### src/hdl/vkr_ram.sv
`default_nettype none
module vkr_ram #(
   parameter int WIDTH = 8,
   parameter int DEPTH = 32,
   localparam int AW = (DEPTH > 1) ? $clog2(DEPTH) : 1
) (
   input  logic             clock,
   input  logic             wr_en,
   input  logic [AW-1:0]    wr_addr,
   input  logic [WIDTH-1:0] wr_data,
   input  logic [AW-1:0]    rd_addr,
   output logic [WIDTH-1:0] rd_data
);

   logic [WIDTH-1:0] mem_ff [DEPTH];
   logic [WIDTH-1:0] rd_data_ff;

   // one write port, one registered read port
   always_ff @(posedge clock) begin
      if (wr_en) begin
         mem_ff[wr_addr] <= wr_data;
      end
      rd_data_ff <= mem_ff[rd_addr];
   end

   assign rd_data = rd_data_ff;

endmodule
`default_nettype wire

### config.mk
export PLATFORM = sky130hd
export DESIGN_NAME = vkr_ram
export DESIGN_NICKNAME = d
export VERILOG_FILES = /design/src/hdl/vkr_ram.sv
export SDC_FILE = /design/constraint.sdc
export NUM_CORES = 1
export LEC_CHECK = 0
export BUFFER_PORTS_ARGS = -buffer_cell sky130_fd_sc_hd__buf_2
export CAP_MARGIN = 20
export CORE_MARGIN = 8
export CORE_UTILIZATION = 30
export DETAILED_ROUTE_END_ITERATION = 10
export PLACE_DENSITY_LB_ADDON = 0.15
export SLEW_MARGIN = 10
export SYNTH_ARGS = -nofsm -noshare
export SYNTH_HDL_FRONTEND = slang
export SYNTH_SLANG_ARGS = --single-unit
### constraint.sdc
create_clock -name clock -period 2.8 [get_ports clock]
set_clock_uncertainty 0.1 [all_clocks]
set_input_delay 0.56 -clock clock [delete_from_list [all_inputs] [get_ports clock]]
set_output_delay 0.56 -clock clock [all_outputs]
set_load 0.02 [all_outputs]
==> summary.txt <==
Status
  • Status: finished, final reports clean

Worst setup path
  • Cell Chain, Critical Path: buf_4 > buf_12 > mux4_2 > mux4_2 > mux2_2
  • Worst Path Buf+Inv: 2
  • CP top delay family: multiplexers
  • Critical-path maximum fanout: 23
  • Data required time of the critical path: about 3.1 ns
  • Crit path top cell by count: mux4_2
  • Slowest cell on crit path: mux4_2
  • Worst path max stage delay: ~0.58 ns
  • Arrival @ worst endpoint: roughly 2.4 ns
  • Startpoint Class: primary input
  • Crit end category: flip-flop
  • WS Path Type: in -> reg

Detailed routing
  • Routed WL per cell: 23.67 um
  • Vias per cell: 4.670
  • Initial DRC count: approximately 420
  • Post-DRT Antenna Nets: 0
  • Drt drc: 0
  • Drt pass-1 iters: 5
  • WL final: roughly 23000 um
  • Via count: approximately 4500

Synthesis
  • Count of cell types in the netlist: 15
  • Syn Nets: roughly 440
  • Cell count after synthesis: between 400 and 500
  • Ys Warns: 0
  • Yosys reg bits: roughly 260
  • Seq/Total Area, Yosys: 0.7806
  • Netlist Area Pre-Place: approximately 10000 um2
  • Avg Inst Size Synth: around 24 um2

GRT
  • Initial antenna violation count: 0
  • Largest net degree at the start of global routing: 34
  • Gr ovfl total: 0
  • First-pass GRT wire length: 33260 um
  • GRT Total Usage: 0.1151
  • Vias in the first global route: approximately 4700

Die
  • Die Height: 199.1 um
  • Initial core utilization: 0.3021
  • I/O Pins: 28
  • Chip width: between 150 and 200 um
  • Cell Rows: 67
  • Die ar.: about 40000 um2
  • Placeable Area: around 33000 um2

STA
  • FMAX: around 470 MHz
  • Final min period: ~2.1 ns
  • Final setup fails: 0
  • Worst-margin pin slew: about 0.67 ns
  • RSZ-0062 raised after global routing: no
  • Setup TNS: 0 ns
  • Hold Vio Cnt, Final: 0
  • Pins Over Slew Limit: 0
  • Worst slew margin: 0.5556
  • Fin crit share: 0.7581
  • Setup WS post-layout: 0.6772 ns

CTS
  • Root buffer cell: clkbuf_16
  • Clock Sinks: approximately 260
  • CTS tree: done
  • CTS clk-pin slew, worst paths: roughly 0.060 ns
  • Gates resized, CTS repair: 0
  • Cts hold-fix bufs: 0
  • H-tree levels: 1
  • Num CTS Buffers: 26
  • Skew-Pair Late Insertion Delay: around 0.52 ns
  • CTS max path bufs: 3
  • Post-CTS setup buffers: 0

Hold path
  • Hold WC Path Type: in -> reg

Placement
  • Post-DP HPWL: 14680 um
  • RD Place Congestion: roughly 0.73
  • Port Buf Inserts: 27
  • Post-place instance area: ~11000 um2
  • Place WS: 0.1284 ns

Layout
  • Area growth from synthesis to layout: 17.71%
  • Share of post-route cells with drive strength above 1: 0.3809
  • Diodes inserted: 0
  • FILL cells: between 3000 and 4000
  • Post-route cell area: approximately 12000 um2
  • Storage cell area: 7848 um2
  • Nets: 514
  • Multi-input gate area: ~2100 um2

Power and ir drop
  • P_leak: between 3 and 4 nW
  • Power Density: about 690 nW/um2
  • Peak supply drop: between 0.3 and 0.4 mV

Flow run
  • Max_cap viols: 0
==> worst paths after layout <==
kind                 startpoint         end  slack [ns]  cells after the start
setup / recovery     rd_addr[0]  rd_data[7]        0.68                      5
hold reg to reg   mem_ff[24][1]  rd_data[1]        0.82                      3
hold / removal       rd_addr[3]  rd_data[3]        0.40                      2
setup reg to reg  mem_ff[29][7]  rd_data[7]        0.87                      3
==> where the power goes <==
| group | total, mW | switching (mW) | leakage, nW | internal (mW) |
|---|---|---|---|---|
| Clock | 3.35 | 1.41 | 0.400 | 1.94 |
| Sequential | 4.41 | 0.0207 | 2.37 | 4.39 |
| Combinational | 0.455 | 0.261 | 0.945 | 0.194 |
| Total | 8.22 | 1.69 | 3.72 | 6.53 |
==> Yosys cell counts <==
master	count	area (um2)
buf_1	6	22.52
buf_2	1	5.000
buf_4	6	45.04
buf_6	1	11.26
clkbuf_1	6	22.52
dfxtp_1	8	160.2
edfxtp_1	256	7687
mux2_2	8	90.09
mux4_2	80	1802
nand2_1	1	3.750
nand3_1	2	10.01
nand3b_1	5	37.54
nor2_1	33	123.9
or3_1	1	6.260
or3b_2	3	26.28
==> final cells by class <==
class / count / share of cell area
Clock buffer: 33 / 0.05900
Timing Repair Buffer: 69 / 0.04356
Tap cell: 448 / 0.04737
Clock inverter: 13 / 0.009516
Multi-Input combinational cell: 133 / 0.1774
Sequential cell: 264 / 0.6631
==> stage by stage <==
step / power, mW / hold WS, ns / util / cells
2_1_floorplan: 4.744 / 0.5589 / - / 417
3_3_place_gp: 4.962 / 0.8005 / 0.3312 / 914
3_5_place_dp: 4.970 / 0.8049 / 0.3312 / 914
4_1_cts: 8.344 / 0.3771 / 0.3556 / 960
5_1_grt: 8.480 / 0.3992 / 0.3556 / 960
6_report: 8.219 / 0.4039 / 0.3556 / 960
==> routing by layer <==
| metal | routed length, um | vias to the layer above | GRT usage |
|---|---|---|---|
| li1 | - | 1930 | - |
| met4 | 343 | 0 | 0.02553 |
| met3 | 968 | 28 | 0.01634 |
| met1 | 10900 | 2420 | 0.1708 |
| met2 | 10520 | 105 | 0.1775 |
| met5 | 0 | - | 0 |
==> logic make-up (layout without fill, tap and decap cells) <==
| logic type | count (synthesis) | in the layout | share of synthesized area |
|---|---|---|---|
| buffers and inverters | 20 | 115 | 0.01058 |
| AND/OR/NAND/NOR | 45 | 45 | 0.02066 |
| multiplexers | 88 | 88 | 0.1882 |
| flip-flops | 264 | 264 | 0.7806 |
==> layout by cell type, fill, tap and decap left out, drive strengths merged <==
master,instances
buf,69
bufinv,2
clkbuf,33
clkinv,10
dfxtp,8
edfxtp,256
inv,1
mux2,8
mux4,80
nand2,1
nand3,2
nand3b,5
nor2,33
or3,1
or3b,3
==> registers in the layout (all words and copies together), names as in the netlist <==
name / cells
mem_ff: 256
rd_data: 8
Note: power is estimated with default switching activity, not from simulation.
