==> config.mk <==
export PLATFORM = sky130hd
export DESIGN_NAME = vkr_cell
export DESIGN_NICKNAME = d
export VERILOG_FILES = /design/src/hdl/vkr_pkg.sv /design/src/hdl/vkr_cell.sv
export SDC_FILE = /design/constraint.sdc
export NUM_CORES = 2
export LEC_CHECK = 0
export BUFFER_PORTS_ARGS = -buffer_cell sky130_fd_sc_hd__buf_4
export CORE_MARGIN = 1
export CORE_UTILIZATION = 30
export CTS_CLUSTER_DIAMETER = 60
export DETAILED_ROUTE_END_ITERATION = 7
export SLEW_MARGIN = 40
export SYNTH_ARGS = -nofsm -noshare
export SYNTH_HDL_FRONTEND = slang
export SYNTH_SLANG_ARGS = --single-unit
export TNS_END_PERCENT = 30
==> constraint.sdc <==
create_clock -name clock -period 18.6 [get_ports clock]
set_clock_uncertainty 0.15 [all_clocks]
set_input_delay 0 -clock clock [delete_from_list [all_inputs] [get_ports clock]]
set_output_delay 0 -clock clock [all_outputs]
set_load 0.005 [all_outputs]
==> src/hdl/vkr_pkg.sv <==
`default_nettype none
package vkr_pkg;

   // alphabet and character codes
   localparam int LETTERS = 26;
   localparam int LETTER_BITS = 5;
   localparam int KEY_POS_BITS = 5;
   localparam int KEY_LEN_BITS = 6;
   localparam int BYTE_BITS = 8;
   localparam logic [7:0] CHAR_UPPER_A = 8'h41;
   localparam logic [7:0] CHAR_UPPER_Z = 8'h5a;
   localparam logic [7:0] CASE_GAP = 8'h20;
   localparam logic [7:0] CHAR_LOWER_A = CHAR_UPPER_A + CASE_GAP;
   localparam logic [7:0] CHAR_LOWER_Z = CHAR_UPPER_Z + CASE_GAP;
   localparam logic [LETTER_BITS-1:0] LAST_STEP = LETTER_BITS'(LETTERS - 1);

   // default sizes
   localparam int KEY_MAX_DEFAULT = 32;
   localparam int COUNT_BITS_DEFAULT = 20;
   localparam int REF_BITS_DEFAULT = 16;

   // request codes
   typedef enum logic [1:0] {
      REQ_LOAD_REF = 2'd0,
      REQ_TEXT     = 2'd1,
      REQ_SOLVE    = 2'd2,
      REQ_NONE     = 2'd3
   } req_code_type;

   // sequencer states
   typedef enum logic [3:0] {
      ST_CLEAR,
      ST_IDLE,
      ST_INC,
      ST_LOAD,
      ST_LOAD_WAIT,
      ST_TOTAL,
      ST_SCORE,
      ST_DRAIN,
      ST_MIN,
      ST_EMIT
   } state_type;

   // controls shared by every cell of the ring
   typedef struct packed {
      logic load;
      logic rotate;
      logic acc_clr;
      logic acc_en;
      logic min_en;
   } cell_ctl_type;

endpackage
`default_nettype wire

==> src/hdl/vkr_cell.sv <==
`default_nettype none
module vkr_cell #(
   parameter int COUNT_BITS = vkr_pkg::COUNT_BITS_DEFAULT,
   parameter int REF_BITS = vkr_pkg::REF_BITS_DEFAULT,
   parameter int CELL_INDEX = 0,
   localparam int TB = COUNT_BITS + 5,
   localparam int DW = REF_BITS + TB,
   localparam int SQW = 2 * DW,
   localparam int SCW = SQW + 5
) (
   input  logic                           clock,
   input  vkr_pkg::cell_ctl_type          ctl,
   input  logic [COUNT_BITS-1:0]          load_count,
   input  logic [COUNT_BITS-1:0]          right_count,
   input  logic [DW-1:0]                  want,
   input  logic [SCW-1:0]                 in_score,
   input  logic [vkr_pkg::LETTER_BITS-1:0] in_shift,
   output logic [COUNT_BITS-1:0]          count,
   output logic [SCW-1:0]                 min_score,
   output logic [vkr_pkg::LETTER_BITS-1:0] min_shift
);

   localparam int H = (DW + 1) / 2;
   localparam int HL = DW - H;

   logic [COUNT_BITS-1:0] count_ff, count_in;
   logic [DW-1:0] have;
   logic [DW-1:0] d_ff, d_in;
   logic [H-1:0] d_lo;
   logic [HL-1:0] d_hi;
   logic [2*HL-1:0] hh_ff;
   logic [HL+H-1:0] hl_ff;
   logic [2*H-1:0] ll_ff;
   logic [SQW-1:0] sq_ff, sq_in;
   logic [SCW-1:0] acc_ff, acc_in;
   logic [SCW-1:0] min_score_ff, min_score_in;
   logic [vkr_pkg::LETTER_BITS-1:0] min_shift_ff, min_shift_in;
   logic [vkr_pkg::LETTER_BITS-1:0] own_shift;

   assign own_shift = vkr_pkg::LETTER_BITS'(CELL_INDEX);

   // count held in the ring, handed left on each rotation
   always_comb begin
      if (ctl.load) begin
         count_in = load_count;
      end else if (ctl.rotate) begin
         count_in = right_count;
      end else begin
         count_in = count_ff;
      end
   end

   // absolute difference against the broadcast expected value
   assign have = DW'({count_ff, {REF_BITS{1'b0}}});
   assign d_in = (have >= want) ? (have - want) : (want - have);
   assign d_lo = d_ff[H-1:0];
   assign d_hi = d_ff[DW-1:H];

   // square rebuilt from the partial products
   assign sq_in = (SQW'(hh_ff) << (2 * H)) + (SQW'(hl_ff) << (H + 1)) + SQW'(ll_ff);

   // score accumulator
   always_comb begin
      if (ctl.acc_clr) begin
         acc_in = '0;
      end else if (ctl.acc_en) begin
         acc_in = acc_ff + SCW'(sq_ff);
      end else begin
         acc_in = acc_ff;
      end
   end

   // running minimum along the chain, earlier shift wins ties
   always_comb begin
      min_score_in = min_score_ff;
      min_shift_in = min_shift_ff;
      if (ctl.min_en) begin
         if ((CELL_INDEX == 0) || (acc_ff < in_score)) begin
            min_score_in = acc_ff;
            min_shift_in = own_shift;
         end else begin
            min_score_in = in_score;
            min_shift_in = in_shift;
         end
      end
   end

   always_ff @(posedge clock) begin
      count_ff <= count_in;
      d_ff <= d_in;
      hh_ff <= (2*HL)'(d_hi) * (2*HL)'(d_hi);
      hl_ff <= (HL+H)'(d_hi) * (HL+H)'(d_lo);
      ll_ff <= (2*H)'(d_lo) * (2*H)'(d_lo);
      sq_ff <= sq_in;
      acc_ff <= acc_in;
      min_score_ff <= min_score_in;
      min_shift_ff <= min_shift_in;
   end

   assign count = count_ff;
   assign min_score = min_score_ff;
   assign min_shift = min_shift_ff;

endmodule
`default_nettype wire

==> qor.yml <==
worst_setup_path:
  rr_worst_depth: 26
  rr_endpoint: "hl_ff[37]$_DFF_P_"
  r2r_start: "d_ff[12]$_DFF_P_"
  cp.required_ns: 19.08
  crit_path_end_kind: "register"
  arrival_ns: 9.31
  worst_setup_path_start_kind: "register"
  critical_path_class: "register to register"
  cp_max_fo: 31
  r2r_slack_ns: 9.77
  crit_path_start: "d_ff[12]$_DFF_P_"
  cp-endpoint: "hl_ff[37]$_DFF_P_"
cells_and_area:
  final_util_pct: 34.26
  nets: 8351
  most-common-layout-cells: "inv_1, fa_1, ha_1, nand2_1, and2_1"
  nFillCells: 20070
  syn_to_final_growth_pct: 13.10
  final_common_cell: "inv_1"
  drive_gt1_share_pct: 6.305
global_route:
  antenna_found_initial: 13
  grt-ovfl-total: 0
  grt_pass1_wl_um: 250900
  grt_pass1_vias: 46180
  track_usage_pct: 15.71
  grt_max_degree: 59
place:
  portBuffers: 193
  dpl.hpwl_um: 119400
  gp_congestion: 0.8682
  pre_cts_ws_ns: 9.835
timing:
  setup_ws_ns: 9.774
  finalCriticalPeriod_ns: 8.826
  fin_hold_ws_ns: 0.05107
  hold_violations: 0
  timing.fmax_mhz: 113.3
  slew_headroom_pct: 45.34
  finalSetupViolCount: 0
  period_share_pct: 47.45
  rsz0062_at_grt: "no"
  tightest_slew_ns: 0.8096
  drv_slew: 0
  setup_tns_ns: 0
clock_network:
  htreeDepth: 2
  cts_tree: "done"
  clk_latency_ns: 0.68
  numCtsBuffers: 61
  cts-root-buf: "clkbuf_16"
  postCtsResizedCells: 0
  path_clk_slew_ns: 0.06
  clock_sinks: 437
  cts_buffer_depth: 3
yosys:
  post_synth.cell_area_avg_sq_um: 9.198
  ys_seq_elements: 437
  synth-main-ff-cell: "dfxtp_1"
  synthArstFlopShare_pct: 0
  synth_cell_types: 91
  synth_area_sq_um: 59190
  synth_edf_count: 107
  synth_seq_area_share_pct: 16.59
  ys_warn_count: 0
  syn_inst: 6435
detailed_routing:
  vias: 44000
  ant_nets: 0
  wl_per_cell_um: 16.83
  drc: 0
  dr.pass1.iters: 5
  via_per_inst: 4.724
  drtIter0Drc: 2577
  totalWireLength_um: 156700
die:
  rows: 162
  coreArea_sq_um: 195400
  ios: 291
  initial_core_util_pct: 30.29
  die_h_um: 446.2
  die_area_sq_um: 199100
  die_x_um: 446.2
job:
  maxCapViolCount: 0
worst_hold_path:
  hold_class: "primary input to register"
  whs_path_depth: 5
status:
  status: "finished, final reports clean"
[per-stage QoR]
step,std cells,instance area (sq um)
after global routing,9313,66940
after CTS,9300,66890
after detailed placement,9035,63280
after global placement,9034,63250
after floorplan,6439,59210
final,9314,66940
[repair_timing]
action	in CTS	in global routing
endpoints found under the setup margin	0	0
setup buffers	0	0
endpoints found under the hold margin	167	0
hold buffers	149	0
[metal layers]
layer / up-vias / wire (um) / track usage, %
li1: 20840 / - / -
met1: 21740 / 74580 / 22.40
met2: 1208 / 68810 / 24.76
met3: 206 / 9975 / 2.524
met4: 0 / 3356 / 3.622
met5: - / 0 / 0
[how the worst min path moves through the flow]
stage,endpoint,slack (ns),startpoint
6_report,d_ff[35]$_DFF_P_,0.05,want[35]
2_1_floorplan,d_ff[0]$_DFF_P_,-0.12,want[0]
4_1_cts,count[3]$_DFFE_PP_,0.0003,load_count[3]
3_5_place_dp,d_ff[0]$_DFF_P_,-0.02,want[0]
3_3_place_gp,d_ff[0]$_DFF_P_,-0.01,want[0]
5_1_grt,count[0]$_DFFE_PP_,0.05,right_count[0]
[cell families (layout without fill, tap and decap cells)]
kind of cell / count (synthesis) / after routing / share of synthesized area (%)
multiplexers: 78 / 78 / 1.372
other: 1 / 18 / 0.006335
flip-flops: 437 / 437 / 16.59
XOR/XNOR: 280 / 280 / 4.143
adder cells (fa/ha/maj): 1548 / 1548 / 44.53
AND/OR/NAND/NOR: 1634 / 1634 / 13.37
AO/OA/AOI/OAI: 961 / 961 / 10.43
buffers and inverters: 1496 / 1734 / 9.565
[registers in the layout (all words and copies together), names as in the netlist]
register / cells
acc_ff: 87
min_score: 87
sq_ff: 81
d_ff: 41
hl_ff: 41
ll_ff: 41
hh_ff: 39
count: 20
[cell type report]
type                    count  area [sq um]  share of cell area (%)
flip-flops and latches    437          9819                   14.67
repair buffers            394          3363                   5.024
well taps                2624          3283                   4.904
multi-input cells        4506         43740                   65.33
clock inverters            33         384.1                  0.5738
inverters                1224          4594                   6.863
clock buffers              83          1732                   2.587
diodes                     13         32.53                 0.04859
[worst max-delay path: stages (launching register included)]
cell and delay [ns]:
dfxtp_1 0.31, buf_4 0.50, inv_1 0.53, nor2_1 0.27, fa_1 0.48, fa_1 0.53, inv_1 0.05, fa_1 0.47
inv_1 0.05, fa_1 0.48, fa_1 0.50, fa_1 0.49, inv_1 0.05, fa_1 0.55, inv_1 0.05, ha_1 0.37
a21oi_1 0.15, o21ai_1 0.11, nor4bb_1 0.40, a2111oi_1 0.10, buf_4 0.20, a31oi_1 0.37, o31ai_1 0.21, o41ai_1 0.64
o21ai_1 0.22, or4_1 0.44, nand3_1 0.10
[Yosys cell counts (45+ instances only)]
| cell | n | area [sq um] |
|---|---|---|
| a21o_1 | 154 | 1156 |
| a21oi_1 | 316 | 1582 |
| and2_1 | 358 | 2240 |
| clkbuf_1 | 239 | 897.1 |
| dfxtp_1 | 330 | 6606 |
| edfxtp_1 | 107 | 3213 |
| fa_1 | 931 | 18640 |
| ha_1 | 617 | 7720 |
| inv_1 | 1218 | 4572 |
| mux2i_1 | 53 | 530.5 |
| nand2_1 | 616 | 2312 |
| nand2b_1 | 49 | 306.5 |
| nand3_1 | 66 | 330.3 |
| nand4_1 | 57 | 356.6 |
| nor2_1 | 294 | 1104 |
| o21ai_0 | 137 | 685.7 |
| o21bai_1 | 45 | 337.8 |
| xnor2_1 | 190 | 1664 |
| xor2_1 | 90 | 788.3 |
Power is not shown: default switching activity piles up to over one toggle a cycle in this logic, so the estimate is an artifact.
